[config.mk]
export PLATFORM = sky130hd
export DESIGN_NAME = hcbp_queue
export DESIGN_NICKNAME = d
export VERILOG_FILES = /design/src/sv/hcbp_pkg.sv /design/src/sv/hcbp_queue.sv
export SDC_FILE = /design/constraint.sdc
export NUM_CORES = 1
export LEC_CHECK = 0
export BUFFER_PORTS_ARGS = -buffer_cell sky130_fd_sc_hd__buf_4
export CAP_MARGIN = 20
export CORE_ASPECT_RATIO = 0.75
export CORE_MARGIN = 2
export CORE_UTILIZATION = 56
export DETAILED_ROUTE_END_ITERATION = 10
export HOLD_SLACK_MARGIN = 0.12
export PLACE_DENSITY_LB_ADDON = 0.25
export SETUP_SLACK_MARGIN = 0.1
export SLEW_MARGIN = 20
export SYNTH_ARGS = -nofsm -noshare
export SYNTH_HDL_FRONTEND = slang
export SYNTH_SLANG_ARGS = --single-unit
[constraint.sdc]
create_clock -name clock -period 2.16 [get_ports clock]
set_input_delay 0 -clock clock [delete_from_list [all_inputs] [get_ports clock]]
set_output_delay 0 -clock clock [all_outputs]
set_load 0.01 [all_outputs]
[src/sv/hcbp_pkg.sv]
// Shared types and constants of the Huffman code bit packer.
package hcbp_pkg;

   localparam int SYM_W       = 8;
   localparam int CODE_W      = 19;
   localparam int LEN_W       = 5;
   localparam int BYTE_W      = 8;
   localparam int ENTRY_W     = CODE_W + LEN_W;
   localparam int ACC_W       = BYTE_W - 1 + CODE_W;
   localparam int TOT_W       = 5;
   localparam int QUEUE_DEPTH = 4;
   localparam int QPTR_W      = $clog2(QUEUE_DEPTH);
   localparam int QCNT_W      = $clog2(QUEUE_DEPTH + 1);

   typedef enum logic {
      KIND_LOAD   = 1'b0,
      KIND_ENCODE = 1'b1
   } kind_type;

   // One encode job: code bits already reversed so the first bit sits in bit 0.
   typedef struct packed {
      logic              term;
      logic [LEN_W-1:0]  len;
      logic [CODE_W-1:0] bits;
   } item_type;

   typedef struct packed {
      logic     valid;
      item_type item;
   } item_slot_type;

endpackage

[src/sv/hcbp_queue.sv]
// Short job queue between the front end and the bit packer.
module hcbp_queue (
   input  logic                         clock,
   input  logic                         reset,
   input  hcbp_pkg::item_slot_type      push,
   input  logic                         pop,
   output hcbp_pkg::item_slot_type      head,
   output logic [hcbp_pkg::QCNT_W-1:0]  count
);

   hcbp_pkg::item_type                q_ff [hcbp_pkg::QUEUE_DEPTH];
   logic [hcbp_pkg::QPTR_W-1:0]       wr_ptr_ff, wr_ptr_in;
   logic [hcbp_pkg::QPTR_W-1:0]       rd_ptr_ff, rd_ptr_in;
   logic [hcbp_pkg::QCNT_W-1:0]       count_ff, count_in;
   logic                              do_pop;

   assign do_pop = pop && (count_ff != '0);

   always_comb begin
      wr_ptr_in = push.valid ? wr_ptr_ff + 1'b1 : wr_ptr_ff;
      rd_ptr_in = do_pop ? rd_ptr_ff + 1'b1 : rd_ptr_ff;
      count_in  = count_ff + hcbp_pkg::QCNT_W'(push.valid) - hcbp_pkg::QCNT_W'(do_pop);
   end

   always_ff @(posedge clock) begin
      if (reset) begin
         wr_ptr_ff <= '0;
         rd_ptr_ff <= '0;
         count_ff  <= '0;
      end else begin
         wr_ptr_ff <= wr_ptr_in;
         rd_ptr_ff <= rd_ptr_in;
         count_ff  <= count_in;
      end
      if (push.valid) begin
         q_ff[wr_ptr_ff] <= push.item;
      end
   end

   assign head.valid = (count_ff != '0);
   assign head.item  = q_ff[rd_ptr_ff];
   assign count      = count_ff;

endmodule

==> flow_summary.ini <==
[power_and_ir_drop]
p_int_uw = 3570
total_leakage_power_uw = 0.00182
ir_drop_mv = 0.504
swShare_pct = 26.2
p_sw_uw = 1270
power_frac_seq_pct = 52.6
p_comb_share_pct = 23.6
powerDensity_nw_per_um2 = 940
clockPowerShare_pct = 23.8

[sta]
layout_setup_ws_ns = 0.223
hold_viol_final = 0
drv_slew = 0
max_freq_mhz = 516
fin_tns_setup_ns = 0
period_needed_ns = 1.94
rsz0062_at_grt = false
finalSetupViolations = 0
finalCritPeriodShare_pct = 89.7
worst_pin_slew_ns = 0.596
skew_ns = 0.0174
slew_headroom_pct = 60.3

[placement]
gp_congestion = 0.696
place_worst_setup_slack_ns = 0.223
port-buffer-count = 57
hpwl_um = 4250

[drt]
drt_wl_total_um = 6670
vias_per_cell = 5.13
antenna_left = 0
post_drt_wl_per_cell_um = 17.6
drc_errors = 0
dr.pass1.iters = 4
drt_iter0_drc = 74
via_count = 1946

[cts]
clk_latency_ns = 0.37
cts_made_buffers = 9
htree_levels = 3
cts-root-buf = clkbuf_8
clk_pin_slew_ns = 0.11
cts_tree = built
clk_path_buf_depth = 2
numClockSinks = 109
cts_setup_buffers = 0

[synth]
synthMuxAreaShare_pct = 15.2
postSynthCellCount = 176
synth_compound_area_share_pct = 0.425
synth.avg_cell_area_um2 = 23.4
syn_area_um2 = 4120
synth-seq-cells = 109
yosysWarnings = 0
synthXorXnorAreaFrac_pct = 0.789
synth_nets = 212
yosys.area_share.simple_pct = 1.82
ys_seq_area_share_pct = 77.2
synth_fa_ha_area_share_pct = 2.31
netlist-cell-type-count = 22
synth_top_family_by_area = multiplexers

[grt]
grt_pass1_vias = 2032
grt_use_total_pct = 18.1
gr-total-overflow = 0
grt_max_degree = 26
antenna_found_initial = 0
grt_pass1_wl_um = 10400

[floorplan]
rows = 27
io_pins = 58
core_um2 = 7230
die_h_um = 78.3
start_util_pct = 57.0
dieArea_um2 = 8070
die_x_um = 103

[layout]
seq_area_um2 = 3190
drive_gt1_share_pct = 38.1
utilization_pct = 71.1
syn2layout_area_growth_pct = 24.7
fin_nets = 309
num-fill-cells = 458
multiInputGateArea_um2 = 846
diodes = 0

[status]
status = completed

[run]
drv_cap = 0

[worst_setup_path]
cp.required_ns = 2.43
cp-start-kind = flop
crit_fanout = 6
path_class = reg -> reg
crit_path_end_kind = flop
crit_arrival_ns = 2.21

[worst_hold_path]
hold_path_class = in -> reg
worst max-delay path, cell delays in order, from the launching register on:
cell and delay [ns]:
dfxtp_2 0.36, o31a_1 0.34, ha_1 0.29, inv_1 0.04, ha_1 0.19, fa_1 0.38
xor3_1 0.20, nor2_1 0.04
metal layers:
metal	vias to the layer above	wire (µm)	GRT usage (%)
met3	5	306	5.70
li1	914	-	-
met2	52	3320	28.8
met4	0	44	5.13
met5	-	0	0
met1	975	3000	24.5
registers in the layout, summed over array words and instances (netlist names), named ones only:
register / flops
wr_ptr_ff: 2
count: 3
rd_ptr_ff: 2
q_ff: 100
synth_stat cells, drive strengths merged:
master,instances,area (µm²)
or3,1,6.26
inv,6,22.5
and2,4,25.0
o311ai,1,8.76
ha,6,75.1
o31a,1,8.76
clkbuf,2,8.75
dfxtp,9,180
nor2b,4,25.0
xnor2,1,8.76
mux2,3,33.8
mux4,25,582
xor3,1,23.8
edfxtp,100,3000
fa,1,20.0
mux2i,1,10.0
buf,5,61.3
nor2,5,18.8
repair_timing:
action | CTS | global route
endpoints found under the hold margin | 111 | 0
setup endpoints to repair | 0 | 11
hold buffers | 28 | 0
resized for setup | 0 | 2
path summary, 6_finish.rpt:
check,startpoint,end,slack [ns],depth (start not counted)
max,count[1],count[2],0.22,7
min,push[19],q_ff[2][19],0.37,2
max reg2reg,count[1],count[2],0.22,7
min reg2reg,wr_ptr_ff[1],wr_ptr_ff[1],0.57,2
metrics by stage:
step | std cells | hold WS [ns] | power (µW) | instance area, µm²
floorplan | 176 | 0.0989 | 3280 | 4120
global placement | 335 | 0.202 | 3660 | 4670
detailed placement | 335 | 0.203 | 3710 | 4670
CTS | 379 | 0.336 | 4890 | 5130
global route | 379 | 0.347 | 5060 | 5140
finish | 379 | 0.365 | 4830 | 5140
power groups by stage:
stage | combinational [µW] | clock (µW) | sequential [µW]
final | 1140 | 1150 | 2540
after global routing | 1240 | 1260 | 2560
after CTS | 1160 | 1190 | 2540
after detailed placement | 1120 | 0 | 2590
after global placement | 1090 | 0 | 2580
after floorplan | 737 | 0 | 2540
cell families after synthesis:
group | after synthesis
mux | 29
xor+xnor | 2
fa+ha+maj | 7
compound gates | 2
flops | 109
buf+inv | 13
simple gates | 14
final cells by class:
type / instances / area share [%]
Sequential cell: 109 / 62.0
Multi-Input combinational cell: 54 / 16.5
Timing Repair Buffer: 93 / 15.0
Tap cell: 101 / 2.46
Clock buffer: 9 / 2.41
Clock inverter: 7 / 1.24
Inverter: 6 / 0.438
placed cells by master, fill, tap and decap left out, drive strengths merged, types with 3 or more instances in the layout:
| cell | Yosys | layout |
|---|---|---|
| mux2 | 3 | 3 |
| edfxtp | 100 | 100 |
| mux4 | 25 | 25 |
| dlygate4sd3 | 0 | 28 |
| dfxtp | 9 | 9 |
| and2 | 4 | 4 |
| clkinv | 0 | 3 |
| buf | 5 | 65 |
| inv | 6 | 10 |
| nor2 | 5 | 5 |
| clkbuf | 2 | 9 |
| ha | 6 | 6 |
| nor2b | 4 | 4 |
(Power assumes the default switching activity.)
