==> config.mk <==
export PLATFORM = sky130hd
export DESIGN_NAME = hcbp_back
export DESIGN_NICKNAME = d
export VERILOG_FILES = /design/src/sv/hcbp_pkg.sv /design/src/sv/hcbp_back.sv
export SDC_FILE = /design/constraint.sdc
export NUM_CORES = 1
export LEC_CHECK = 0
export BUFFER_PORTS_ARGS = -buffer_cell sky130_fd_sc_hd__buf_2
export CAP_MARGIN = 25
export CORE_UTILIZATION = 55
export CTS_BUF_LIST = sky130_fd_sc_hd__clkbuf_8
export CTS_CLUSTER_DIAMETER = 120
export DETAILED_ROUTE_END_ITERATION = 10
export MAX_ROUTING_LAYER = met4
export PLACE_DENSITY = 0.77
export SLEW_MARGIN = 10
export SYNTH_ARGS = -nofsm -noshare
export SYNTH_HDL_FRONTEND = slang
export SYNTH_SLANG_ARGS = --single-unit
==> constraint.sdc <==
create_clock -name clock -period 9.83 [get_ports clock]
set_input_delay 0.4915 -clock clock [delete_from_list [all_inputs] [get_ports clock]]
set_output_delay 0.4915 -clock clock [all_outputs]
set_load 0.01 [all_outputs]
==> src/sv/hcbp_pkg.sv <==
// Shared types and constants of the Huffman code bit packer.
package hcbp_pkg;

   localparam int SYM_W       = 8;
   localparam int CODE_W      = 19;
   localparam int LEN_W       = 5;
   localparam int BYTE_W      = 8;
   localparam int ENTRY_W     = CODE_W + LEN_W;
   localparam int ACC_W       = BYTE_W - 1 + CODE_W;
   localparam int TOT_W       = 5;
   localparam int QUEUE_DEPTH = 4;
   localparam int QPTR_W      = $clog2(QUEUE_DEPTH);
   localparam int QCNT_W      = $clog2(QUEUE_DEPTH + 1);

   typedef enum logic {
      KIND_LOAD   = 1'b0,
      KIND_ENCODE = 1'b1
   } kind_type;

   // One encode job: code bits already reversed so the first bit sits in bit 0.
   typedef struct packed {
      logic              term;
      logic [LEN_W-1:0]  len;
      logic [CODE_W-1:0] bits;
   } item_type;

   typedef struct packed {
      logic     valid;
      item_type item;
   } item_slot_type;

endpackage

==> src/sv/hcbp_back.sv <==
// Bit packer: merges code bits into bytes and drives the response register.
module hcbp_back (
   input  logic                         clock,
   input  logic                         reset,
   input  hcbp_pkg::item_slot_type      head,
   output logic                         pop,
   output logic                         rsp_valid,
   input  logic                         rsp_ready,
   output logic [hcbp_pkg::BYTE_W-1:0]  rsp_out_byte,
   output logic                         rsp_run_end,
   output logic                         rsp_message_end
);

   logic [hcbp_pkg::BYTE_W-1:0]   pack_byte_ff, pack_byte_in;
   logic [2:0]                    pack_count_ff, pack_count_in;
   logic                          busy_ff, busy_in;
   logic [hcbp_pkg::ACC_W-1:0]    acc_ff, acc_in;
   logic [hcbp_pkg::TOT_W-1:0]    total_ff, total_in;
   logic                          term_ff, term_in;
   logic                          rsp_valid_ff, rsp_valid_in;
   logic [hcbp_pkg::BYTE_W-1:0]   out_byte_ff, out_byte_in;
   logic                          run_end_ff, run_end_in;
   logic                          msg_end_ff, msg_end_in;

   logic                          src_valid;
   logic [hcbp_pkg::ACC_W-1:0]    src_acc;
   logic [hcbp_pkg::TOT_W-1:0]    src_total;
   logic                          src_term;
   logic                          full;
   logic                          emit;
   logic                          can_out;
   logic                          advance;
   logic [hcbp_pkg::ACC_W-1:0]    rem_acc;
   logic [hcbp_pkg::TOT_W-1:0]    rem_total;
   logic                          last;

   always_comb begin
      // A job in progress has priority; otherwise the queue head merges with the pack.
      src_valid = busy_ff || head.valid;
      if (busy_ff) begin
         src_acc   = acc_ff;
         src_total = total_ff;
         src_term  = term_ff;
      end else begin
         src_acc   = (hcbp_pkg::ACC_W'(head.item.bits) << pack_count_ff)
                     | hcbp_pkg::ACC_W'(pack_byte_ff);
         src_total = hcbp_pkg::TOT_W'(pack_count_ff) + hcbp_pkg::TOT_W'(head.item.len);
         src_term  = head.item.term;
      end

      full      = src_total >= hcbp_pkg::TOT_W'(hcbp_pkg::BYTE_W);
      emit      = src_valid && (full || (src_term && (src_total != '0)));
      can_out   = !rsp_valid_ff || rsp_ready;
      advance   = src_valid && (!emit || can_out);
      pop       = advance && !busy_ff;
      rem_acc   = src_acc >> hcbp_pkg::BYTE_W;
      rem_total = full ? src_total - hcbp_pkg::TOT_W'(hcbp_pkg::BYTE_W) : '0;
      last      = (rem_total < hcbp_pkg::TOT_W'(hcbp_pkg::BYTE_W))
                  && !(src_term && (rem_total != '0));

      pack_byte_in  = pack_byte_ff;
      pack_count_in = pack_count_ff;
      busy_in       = busy_ff;
      acc_in        = acc_ff;
      total_in      = total_ff;
      term_in       = term_ff;
      rsp_valid_in  = rsp_valid_ff && !rsp_ready;
      out_byte_in   = out_byte_ff;
      run_end_in    = run_end_ff;
      msg_end_in    = msg_end_ff;

      if (advance) begin
         if (emit) begin
            rsp_valid_in = 1'b1;
            out_byte_in  = src_acc[hcbp_pkg::BYTE_W-1:0];
            run_end_in   = last;
            msg_end_in   = last && src_term;
            if (last) begin
               busy_in       = 1'b0;
               pack_byte_in  = src_term ? '0 : rem_acc[hcbp_pkg::BYTE_W-1:0];
               pack_count_in = src_term ? '0 : rem_total[2:0];
            end else begin
               busy_in  = 1'b1;
               acc_in   = rem_acc;
               total_in = rem_total;
               term_in  = src_term;
            end
         end else begin
            pack_byte_in  = src_term ? '0 : src_acc[hcbp_pkg::BYTE_W-1:0];
            pack_count_in = src_term ? '0 : src_total[2:0];
         end
      end
   end

   always_ff @(posedge clock) begin
      if (reset) begin
         pack_byte_ff  <= '0;
         pack_count_ff <= '0;
         busy_ff       <= 1'b0;
         rsp_valid_ff  <= 1'b0;
      end else begin
         pack_byte_ff  <= pack_byte_in;
         pack_count_ff <= pack_count_in;
         busy_ff       <= busy_in;
         rsp_valid_ff  <= rsp_valid_in;
      end
      acc_ff      <= acc_in;
      total_ff    <= total_in;
      term_ff     <= term_in;
      out_byte_ff <= out_byte_in;
      run_end_ff  <= run_end_in;
      msg_end_ff  <= msg_end_in;
   end

   assign rsp_valid       = rsp_valid_ff;
   assign rsp_out_byte    = out_byte_ff;
   assign rsp_run_end     = run_end_ff;
   assign rsp_message_end = msg_end_ff;

endmodule

==> flow_summary.ini, run 1 <==
[status]
status = complete, no violations

[route]
drc = 0
dr.first_iter.drc_count = 204
routed_via_density = 5.904
routed_wirelength_um = 6100
first_pass_iters = 5
wl_per_cell_um = 15.44
vias = 2332
ant_nets = 0

[clocking]
clock_latency_ns = 0.30
clock_sinks = 47
htreeDepth = 2
cts-root-buf = clkbuf_8
post_cts_buffers = 0
cts_tree = built
clk_path_buf_depth = 2
path_clk_slew_ns = 0.09
cts_made_buffers = 5
cts_resized = 0
postCtsHoldBufs = 0

[critical_path]
end_kind = flip-flop
setup.worst_path.start = pack_count_ff[0]$_SDFFE_PP0P_
path_max_fanout = 24
worstPathRequired_ns = 9.75
r2r_start = pack_count_ff[0]$_SDFFE_PP0P_
crit_arrival_ns = 4.66
startpoint_type = flip-flop
critPathKind = reg2reg

[synthesis]
synthDistinctLibCells = 48
synthTopCellsByArea = edfxtp_1 (34%), mux2i_1 (12%), dfxtp_1 (8.7%)
synth-main-ff-cell = edfxtp_1
async_reset_ff_share_pct = 0
yosysTopAreaCell = edfxtp_1
synth.yosys.warnings = 0
yosysSeqAreaShare_pct = 43.03
avgSynthCellArea_um2 = 10.09
ys_seq_elements = 47
syn_area_um2 = 2978
synth_top_cell_area_share_pct = 34.29
synthCells = 295
synth-edff-count = 34
syn-num-nets = 329

[place]
io_buffers = 40
dpl.hpwl_um = 4484
gpl.final_weighted_congestion = 0.8585

[timing]
slew_headroom_pct = 34.31
setup_viol = 0
slew_viol_final = 0
tns_ns = 0
finalCritPeriodShare_pct = 48.18
period_needed_ns = 4.736
rsz0062_at_grt = no
fin_worst_skew_ns = 0.009715
hold_viol = 0
max_freq_mhz = 211.2
worst_slew_pin_slew_ns = 0.9853

[layout]
multi_input_area_um2 = 1544
layout_common_cells = buf_2 (40), mux2i_1 (36), nor2_1 (35)
fin_nets = 358
n_antenna_cell = 0
register_area_um2 = 1282
drive_above_1_share_pct = 22.15
area_growth_pct = 9.958
nFillCells = 428
final_common_cell = buf_2

[die]
rows = 26
dieArea_um2 = 5712
start_util_pct = 57.57
core_um2 = 5172
die_x_um = 75.58
ios = 41
die_h_um = 75.58

[global_routing]
grt_pass1_vias = 2140
grt_use_total_pct = 23.94
grt_overflow = 0
grt_antenna_before_repair = 0
grt_pass1_wl_um = 9942
grt_max_degree = 59

[run]
cap_violations = 0

[worst_hold_path]
hp-start = pack_byte_ff[0]$_SDFFE_PP0P_
hp-class = reg2reg

[power]
peakVddDrop_mv = 0.1270
total_leakage_power_nw = 1.288
power_uw = 990.1
p_per_area_nw_per_um2 = 302.4
[registers in the layout (all words and copies together), names as in the netlist]
name,cells
acc_ff,18
busy_ff,1
pack_byte_ff,8
pack_count_ff,3
rsp_message_end,1
rsp_out_byte,8
rsp_run_end,1
rsp_valid,1
term_ff,1
total_ff,5
[final timing paths]
check / endpoint / slack, ns / cells after the start
max reg2reg: acc_ff[5]$_DFFE_PP_ / 5.09 / 13
min: pack_byte_ff[0]$_SDFFE_PP0P_ / 0.51 / 2
min reg2reg: pack_byte_ff[0]$_SDFFE_PP0P_ / 0.51 / 2
max: acc_ff[5]$_DFFE_PP_ / 5.09 / 13
[worst max-delay path, cell delays in order (launching register included)]
cell     delay [ns]
dfxtp_1        0.89
ha_1           0.30
inv_1          0.06
fa_1           0.43
nor2b_4        0.13
o21ai_0        0.09
nand3_2        0.12
inv_1          0.09
ha_1           0.26
nand2_1        0.10
a21oi_2        0.05
or3_1          0.62
or3_1          0.48
inv_1          0.72
[where the power goes]
group	leakage (nW)	switching [mW]	internal, mW	total (mW)
sequential	0.437	0.0657	0.352	0.418
clock	0.0418	0.0666	0.0497	0.116
combinational	0.809	0.280	0.176	0.456
total	1.29	0.413	0.578	0.990
[synthesized netlist by cell type (2+ instances only)]
master / number
mux2i_1: 36
nor2_1: 35
edfxtp_1: 34
a21oi_1: 22
nand2_1: 22
o21ai_0: 21
dfxtp_1: 13
inv_1: 13
clkbuf_1: 10
o31ai_1: 9
nand4b_1: 8
mux2_2: 7
mux4_2: 5
buf_2: 4
ha_1: 4
nand3_1: 4
nor3b_1: 4
buf_1: 3
nor2b_1: 3
nor3_1: 3
a211oi_1: 2
a221oi_1: 2
buf_6: 2
clkinv_1: 2
nand2b_1: 2
o21a_1: 2
or3_1: 2
[layout make-up]
cell class | count | share of cell area (%)
clock buffers | 5 | 2.102
clock inverters | 3 | 0.6114
inverters | 15 | 1.720
multi-input cells | 213 | 47.15
flip-flops and latches | 47 | 39.17
well taps | 70 | 2.675
repair buffers | 42 | 6.572
[per-layer routing]
metal / vias to the layer above / GRT usage [%] / wire length, µm
met3: 15 / 3.836 / 228
met2: 66 / 37.70 / 2872
met5: - / - / 0
met4: 0 / 7.819 / 112
li1: 1146 / - / -
met1: 1105 / 31.72 / 2887
[per-stage QoR]
stage / util (%) / hold slack, ns / instance area [µm²] / std cells / worst slack, ns
3_5_place_dp: 61.59 / 0.4929 / 3186 / 387 / 5.091
4_1_cts: 63.30 / 0.5064 / 3274 / 395 / 5.073
3_3_place_gp: 61.59 / 0.4834 / 3186 / 387 / 5.236
6_report: 63.30 / 0.5120 / 3274 / 395 / 5.094
5_1_grt: 63.30 / 0.5127 / 3274 / 395 / 4.786
2_1_floorplan: - / 0.4729 / 2978 / 295 / 5.983
[cells by family after synthesis]
logic type	synth area share (%)
AOI/OAI and AO/OA	14.24
muxes	18.53
buffers and inverters	5.126
adders and majority gates	2.353
xor gates and xnor gates	0.2942
and+or+nand+nor	16.43
DFF	43.03
No activity file was read; power rests on OpenSTA's default activity.
==> run 2: changes to the inputs <==
--- a/config.mk
+++ b/config.mk
@@ -7,12 +7,12 @@
 export LEC_CHECK = 0
 export BUFFER_PORTS_ARGS = -buffer_cell sky130_fd_sc_hd__buf_2
 export CAP_MARGIN = 25
-export CORE_UTILIZATION = 55
+export CORE_UTILIZATION = 54
 export CTS_BUF_LIST = sky130_fd_sc_hd__clkbuf_8
 export CTS_CLUSTER_DIAMETER = 120
 export DETAILED_ROUTE_END_ITERATION = 10
 export MAX_ROUTING_LAYER = met4
-export PLACE_DENSITY = 0.77
+export PLACE_DENSITY = 0.79
 export SLEW_MARGIN = 10
 export SYNTH_ARGS = -nofsm -noshare
 export SYNTH_HDL_FRONTEND = slang
==> constraint.sdc (replaced) <==
create_clock -name clock -period 4.04 [get_ports clock]
set_input_delay 0.202 -clock clock [delete_from_list [all_inputs] [get_ports clock]]
set_output_delay 0.202 -clock clock [all_outputs]
set_load 0.01 [all_outputs]
==> run 2 against run 1 <==
Clock skew rose by 0.0023 ns. Setup slack worse by 4.6 ns. Design area increased by 1.6%. Die area increased by 1.8%. Largest cell class unchanged. Largest power group unchanged.
==> flow_summary.ini, run 2 (synthesis gave the netlist of run 1 again) <==
[status]
status = complete, no violations

[place]
gpl.final_weighted_congestion = 0.8345
dpl.hpwl_um = 4529
dp_cells = 393
io_buffers = 40
post_dp_cell_area_um2 = 3229

[timing]
rsz0062_at_grt = no
max_freq_mhz = 281.8
finalCritPeriodShare_pct = 87.84
slew_headroom_pct = 59.22
setup_viol = 0
tns_ns = 0
fin_worst_skew_ns = 0.01206
slew_viol_final = 0
worst_slew_pin_slew_ns = 0.6065
hold_viol = 0
period_needed_ns = 3.549

[route]
wl_per_cell_um = 15.42
routed_wirelength_um = 6185
first_pass_iters = 4
drc = 0
ant_nets = 0
routed_via_density = 5.823
vias = 2335
dr.first_iter.drc_count = 204

[run]
cap_violations = 0

[layout]
largest_reg_flops = 18
nFillCells = 439
register_area_um2 = 1281
final_area_um2 = 3328
fin_cells = 401
fin_nets = 364
top_register = acc_ff
area_growth_pct = 11.76
drive_above_1_share_pct = 23.56
layout_common_cells = buf_2 (40), mux2i_1 (36), nor2_1 (35)
final_common_cell = buf_2
multi_input_area_um2 = 1544
n_antenna_cell = 0

[power]
power_mw = 2.462
p_per_area_nw_per_um2 = 739.7
peakVddDrop_mv = 0.3373
total_leakage_power_nw = 1.324
p_clk_share_pct = 12.4
swShare_pct = 41.16
p_sw_mw = 1.013
pwr-share-comb_pct = 49.6
p_seq_share_pct = 38.0
intPower_mw = 1.448

[die]
die_x_um = 76.26
start_util_pct = 57.21
rows = 26
ios = 41
die_h_um = 76.26
core_um2 = 5205
dieArea_um2 = 5816

[clocking]
cts_resized = 0
post_cts_buffers = 0
postCtsHoldBufs = 0
clock_latency_ns = 0.31
cts_made_buffers = 5
cts_tree = built
clock_sinks = 47
htreeDepth = 2
path_clk_slew_ns = 0.09
cts-root-buf = clkbuf_8
clk_path_buf_depth = 2

[worst_hold_path]
hp-start = rsp_ready
hp-class = in2reg

[critical_path]
startpoint_type = flip-flop
critPathKind = reg2reg
path_buf_inv = 4
path_common_cell = inv_1
path_max_fanout = 24
r2r_start = pack_count_ff[0]$_SDFFE_PP0P_
path_delay_family = simple AND/OR/NAND/NOR gates
cp_slowest_cell = nor3_1
worstPathRequired_ns = 4.02
max_stage_delay_ns = 0.49
crit_arrival_ns = 3.53
end_kind = flip-flop
setup.worst_path.start = pack_count_ff[0]$_SDFFE_PP0P_
crit_chain = ha_1 -> inv_1 -> fa_1 -> nor2b_4 -> or4b_4 -> nand3_2 -> inv_1 -> ha_1 -> nor3_1 -> a21oi_1 -> or3_1 -> inv_1 -> buf_4

[global_routing]
grt_pass1_vias = 2190
grt_max_degree = 44
grt_use_total_pct = 23.75
grt_antenna_before_repair = 0
grt_pass1_wl_um = 10660
grt_overflow = 0
-- run 2: worst paths after layout --
| check | slack, ns | endpoint | cells after the start |
|---|---|---|---|
| worst min register to register | 0.52 | pack_byte_ff[7]$_SDFFE_PP0P_ | 2 |
| worst max-delay path | 0.49 | acc_ff[3]$_DFFE_PP_ | 13 |
| worst max register to register | 0.49 | acc_ff[3]$_DFFE_PP_ | 13 |
| worst min-delay path | 0.20 | rsp_valid$_SDFF_PP0_ | 3 |
-- run 2: per-layer routing --
layer | global-route usage (%) | share of wire [%] | vias to the layer above | routed length, µm
li1 | - | - | 1156 | -
met1 | 33.46 | 47 | 1105 | 2901
met2 | 35.68 | 47 | 67 | 2908
met3 | 3.593 | 4.9 | 7 | 306
met4 | 6.731 | 1.1 | 0 | 68
met5 | - | 0 | - | 0
-- run 2: metrics by stage --
| stage | hold WS [ns] | util, % | worst slack, ns |
|---|---|---|---|
| 2_1_floorplan | 0.3929 | - | 0.1931 |
| 3_3_place_gp | 0.4864 | 62.04 | 0.6405 |
| 3_5_place_dp | 0.4918 | 62.04 | 0.5215 |
| 4_1_cts | 0.1962 | 63.94 | 0.5084 |
| 5_1_grt | 0.2190 | 63.94 | 0.2600 |
| 6_report | 0.1999 | 63.94 | 0.4913 |
-- run 2: area by class of cell --
| type | count | share of cell area [%] |
|---|---|---|
| Multi-Input combinational cell | 213 | 46.39 |
| Timing Repair Buffer | 48 | 7.820 |
| Sequential cell | 47 | 38.50 |
| Clock inverter | 2 | 0.4887 |
| Inverter | 15 | 1.692 |
| Tap cell | 70 | 2.632 |
| Clock buffer | 6 | 2.481 |
-- run 2: worst register-to-register path: stages, from the launching register on --
cell and delay, ns:
dfxtp_1 0.32, ha_1 0.19, inv_1 0.07, fa_1 0.26, nor2b_4 0.06, or4b_4 0.48, nand3_2 0.12, inv_1 0.07
ha_1 0.26, nor3_1 0.49, a21oi_1 0.15, or3_1 0.37, inv_1 0.06, buf_4 0.30
-- run 2: power by group through the flow --
stage	sequential (mW)	combinational, mW	clock, mW
after floorplan	0.952	0.900	0
after global placement	0.940	1.18	0
after detailed placement	0.947	1.22	0
after CTS	0.935	1.22	0.311
after global routing	0.963	1.36	0.327
final	0.936	1.22	0.306
==> run 3: changes to the inputs <==
--- a/config.mk
+++ b/config.mk
@@ -7,6 +7,7 @@
 export LEC_CHECK = 0
 export BUFFER_PORTS_ARGS = -buffer_cell sky130_fd_sc_hd__buf_2
 export CAP_MARGIN = 25
+export CORE_ASPECT_RATIO = 1.4
 export CORE_UTILIZATION = 54
 export CTS_BUF_LIST = sky130_fd_sc_hd__clkbuf_8
 export CTS_CLUSTER_DIAMETER = 120
==> run 3 against run 2 <==
Global-route usage up 0.38 points. Routed wire length up 2.4%. First-iteration DRC count down 40%. Clock power up 14%. Flip-flop and latch count unchanged. Count of clock-buffer cells in the layout down 1. Critical path depth unchanged. Core utilization up 0.072 points. Die area about the same. Critical endpoint is now acc_ff[8]$_DFFE_PP_.
==> flow_summary.ini, run 3 (synthesis gave the netlist of run 1 again) <==
[status]
status = complete, no violations

[layout]
multi_input_area_um2 = 1544
final_area_um2 = 3352
fin_nets = 364
n_antenna_cell = 0
layout_common_cells = buf_2 (40), mux2i_1 (36), nor2_1 (35)
largest_reg_flops = 18
drive_above_1_share_pct = 23.56
area_growth_pct = 12.56
final_common_cell = buf_2
nFillCells = 446
register_area_um2 = 1281
top_register = acc_ff

[critical_path]
path_common_cell = inv_1
path_depth = 13
startpoint_type = flip-flop
cp_slowest_cell = nor3_1
end_kind = flip-flop
path_delay_family = simple AND/OR/NAND/NOR gates
crit_chain = ha_1 -> inv_1 -> fa_1 -> nor2b_4 -> or4b_4 -> nand3_2 -> inv_1 -> ha_1 -> nor3_1 -> a21oi_1 -> or3_1 -> inv_1 -> buf_12
reg2reg_depth = 13
critPathKind = reg2reg
worstPathRequired_ns = 4.06
crit_arrival_ns = 3.62
path_buf_inv = 4
max_stage_delay_ns = 0.48
path_max_fanout = 18

[global_routing]
grt_pass1_wl_um = 10470
grt_use_total_pct = 24.14
grt_pass1_vias = 2316
grt_overflow = 0
grt_antenna_before_repair = 0
grt_max_degree = 51

[clocking]
clock_sinks = 47
htreeDepth = 2
path_clk_slew_ns = 0.09
post_cts_buffers = 0
cts_tree = built
cts-root-buf = clkbuf_8
cts_made_buffers = 5
cts_resized = 0
clk_path_buf_depth = 2
postCtsHoldBufs = 0
clock_latency_ns = 0.31

[route]
first_pass_iters = 4
routed_wirelength_um = 6331
ant_nets = 0
routed_via_density = 5.914
vias = 2348
dr.first_iter.drc_count = 123
drc = 0
wl_per_cell_um = 15.95

[timing]
fin_worst_skew_ns = 0.009654
tns_ns = 0
hold_viol = 0
worst_slew_pin_slew_ns = 0.5769
period_needed_ns = 3.601
setup_viol = 0
rsz0062_at_grt = no
slew_viol_final = 0
max_freq_mhz = 277.7
slew_headroom_pct = 61.30
finalCritPeriodShare_pct = 89.13

[power]
p_per_area_nw_per_um2 = 756.0
power_mw = 2.534
peakVddDrop_mv = 0.3336
total_leakage_power_nw = 1.335

[place]
gpl.final_weighted_congestion = 0.9020
dpl.hpwl_um = 4788
post_dp_cell_area_um2 = 3237
io_buffers = 40

[worst_hold_path]
worstHoldPathCells = 3
hp-class = in2reg

[die]
rows = 31
core_um2 = 5236
start_util_pct = 56.87
die_h_um = 89.87
die_x_um = 64.76
ios = 41
dieArea_um2 = 5820

[run]
cap_violations = 0
run 3: cell count changes in the layout (fill, tap and decap cells not counted), sizes merged:
| cell | change |
|---|---|
| clkinv | -1 |
| clkbuf | -1 |
| bufinv | +1 |
| inv | +1 |
run 3: path summary, 6_finish.rpt:
check | start | endpoint | slack [ns]
min reg2reg | pack_byte_ff[3]$_SDFFE_PP0P_ | pack_byte_ff[3]$_SDFFE_PP0P_ | 0.51
max reg2reg | pack_count_ff[0]$_SDFFE_PP0P_ | acc_ff[8]$_DFFE_PP_ | 0.44
min | rsp_ready | rsp_valid$_SDFF_PP0_ | 0.22
max | pack_count_ff[0]$_SDFFE_PP0P_ | acc_ff[8]$_DFFE_PP_ | 0.44
run 3: area by class of cell:
type,count,share of cell area (%)
sequential,47,38.22
tap,66,2.464
inverter,15,1.680
clock inverter,3,1.381
multi-input combinational,213,46.06
clock buffer,5,2.053
timing repair buffer,48,8.137
run 3: per-layer routing:
metal  vias to the layer above  GRT usage, %  part of all wire (%)
met5                         -             -                     0
met4                         0         8.704                   2.4
met3                        15         4.569                   3.7
met2                        62         44.79                    57
met1                      1117         24.10                    37
li1                       1154             -                     -
run 3: through the flow:
stage	utilization (%)	std cells	hold WS [ns]	worst slack (ns)
finish	64.01	397	0.2183	0.4391
global placement	61.82	389	0.4851	0.5651
floorplan	-	295	0.3929	0.1931
global route	64.01	397	0.2320	0.2726
detailed placement	61.82	389	0.4934	0.4526
CTS	64.01	397	0.2193	0.4445
run 3: worst register-to-register path: stages, from the launching register on:
cell and delay [ns]:
dfxtp_1 0.33, ha_1 0.19, inv_1 0.07, fa_1 0.25, nor2b_4 0.05, or4b_4 0.47
nand3_2 0.13, inv_1 0.08, ha_1 0.27, nor3_1 0.48, a21oi_1 0.14, or3_1 0.37
inv_1 0.28, buf_12 0.21
run 3: report_power, final:
group / total (mW) / leakage, nW / switching, mW / internal, mW
registers: 0.924 / 0.437 / 0.0737 / 0.851
logic: 1.26 / 0.843 / 0.782 / 0.477
clock network: 0.350 / 0.0548 / 0.164 / 0.186
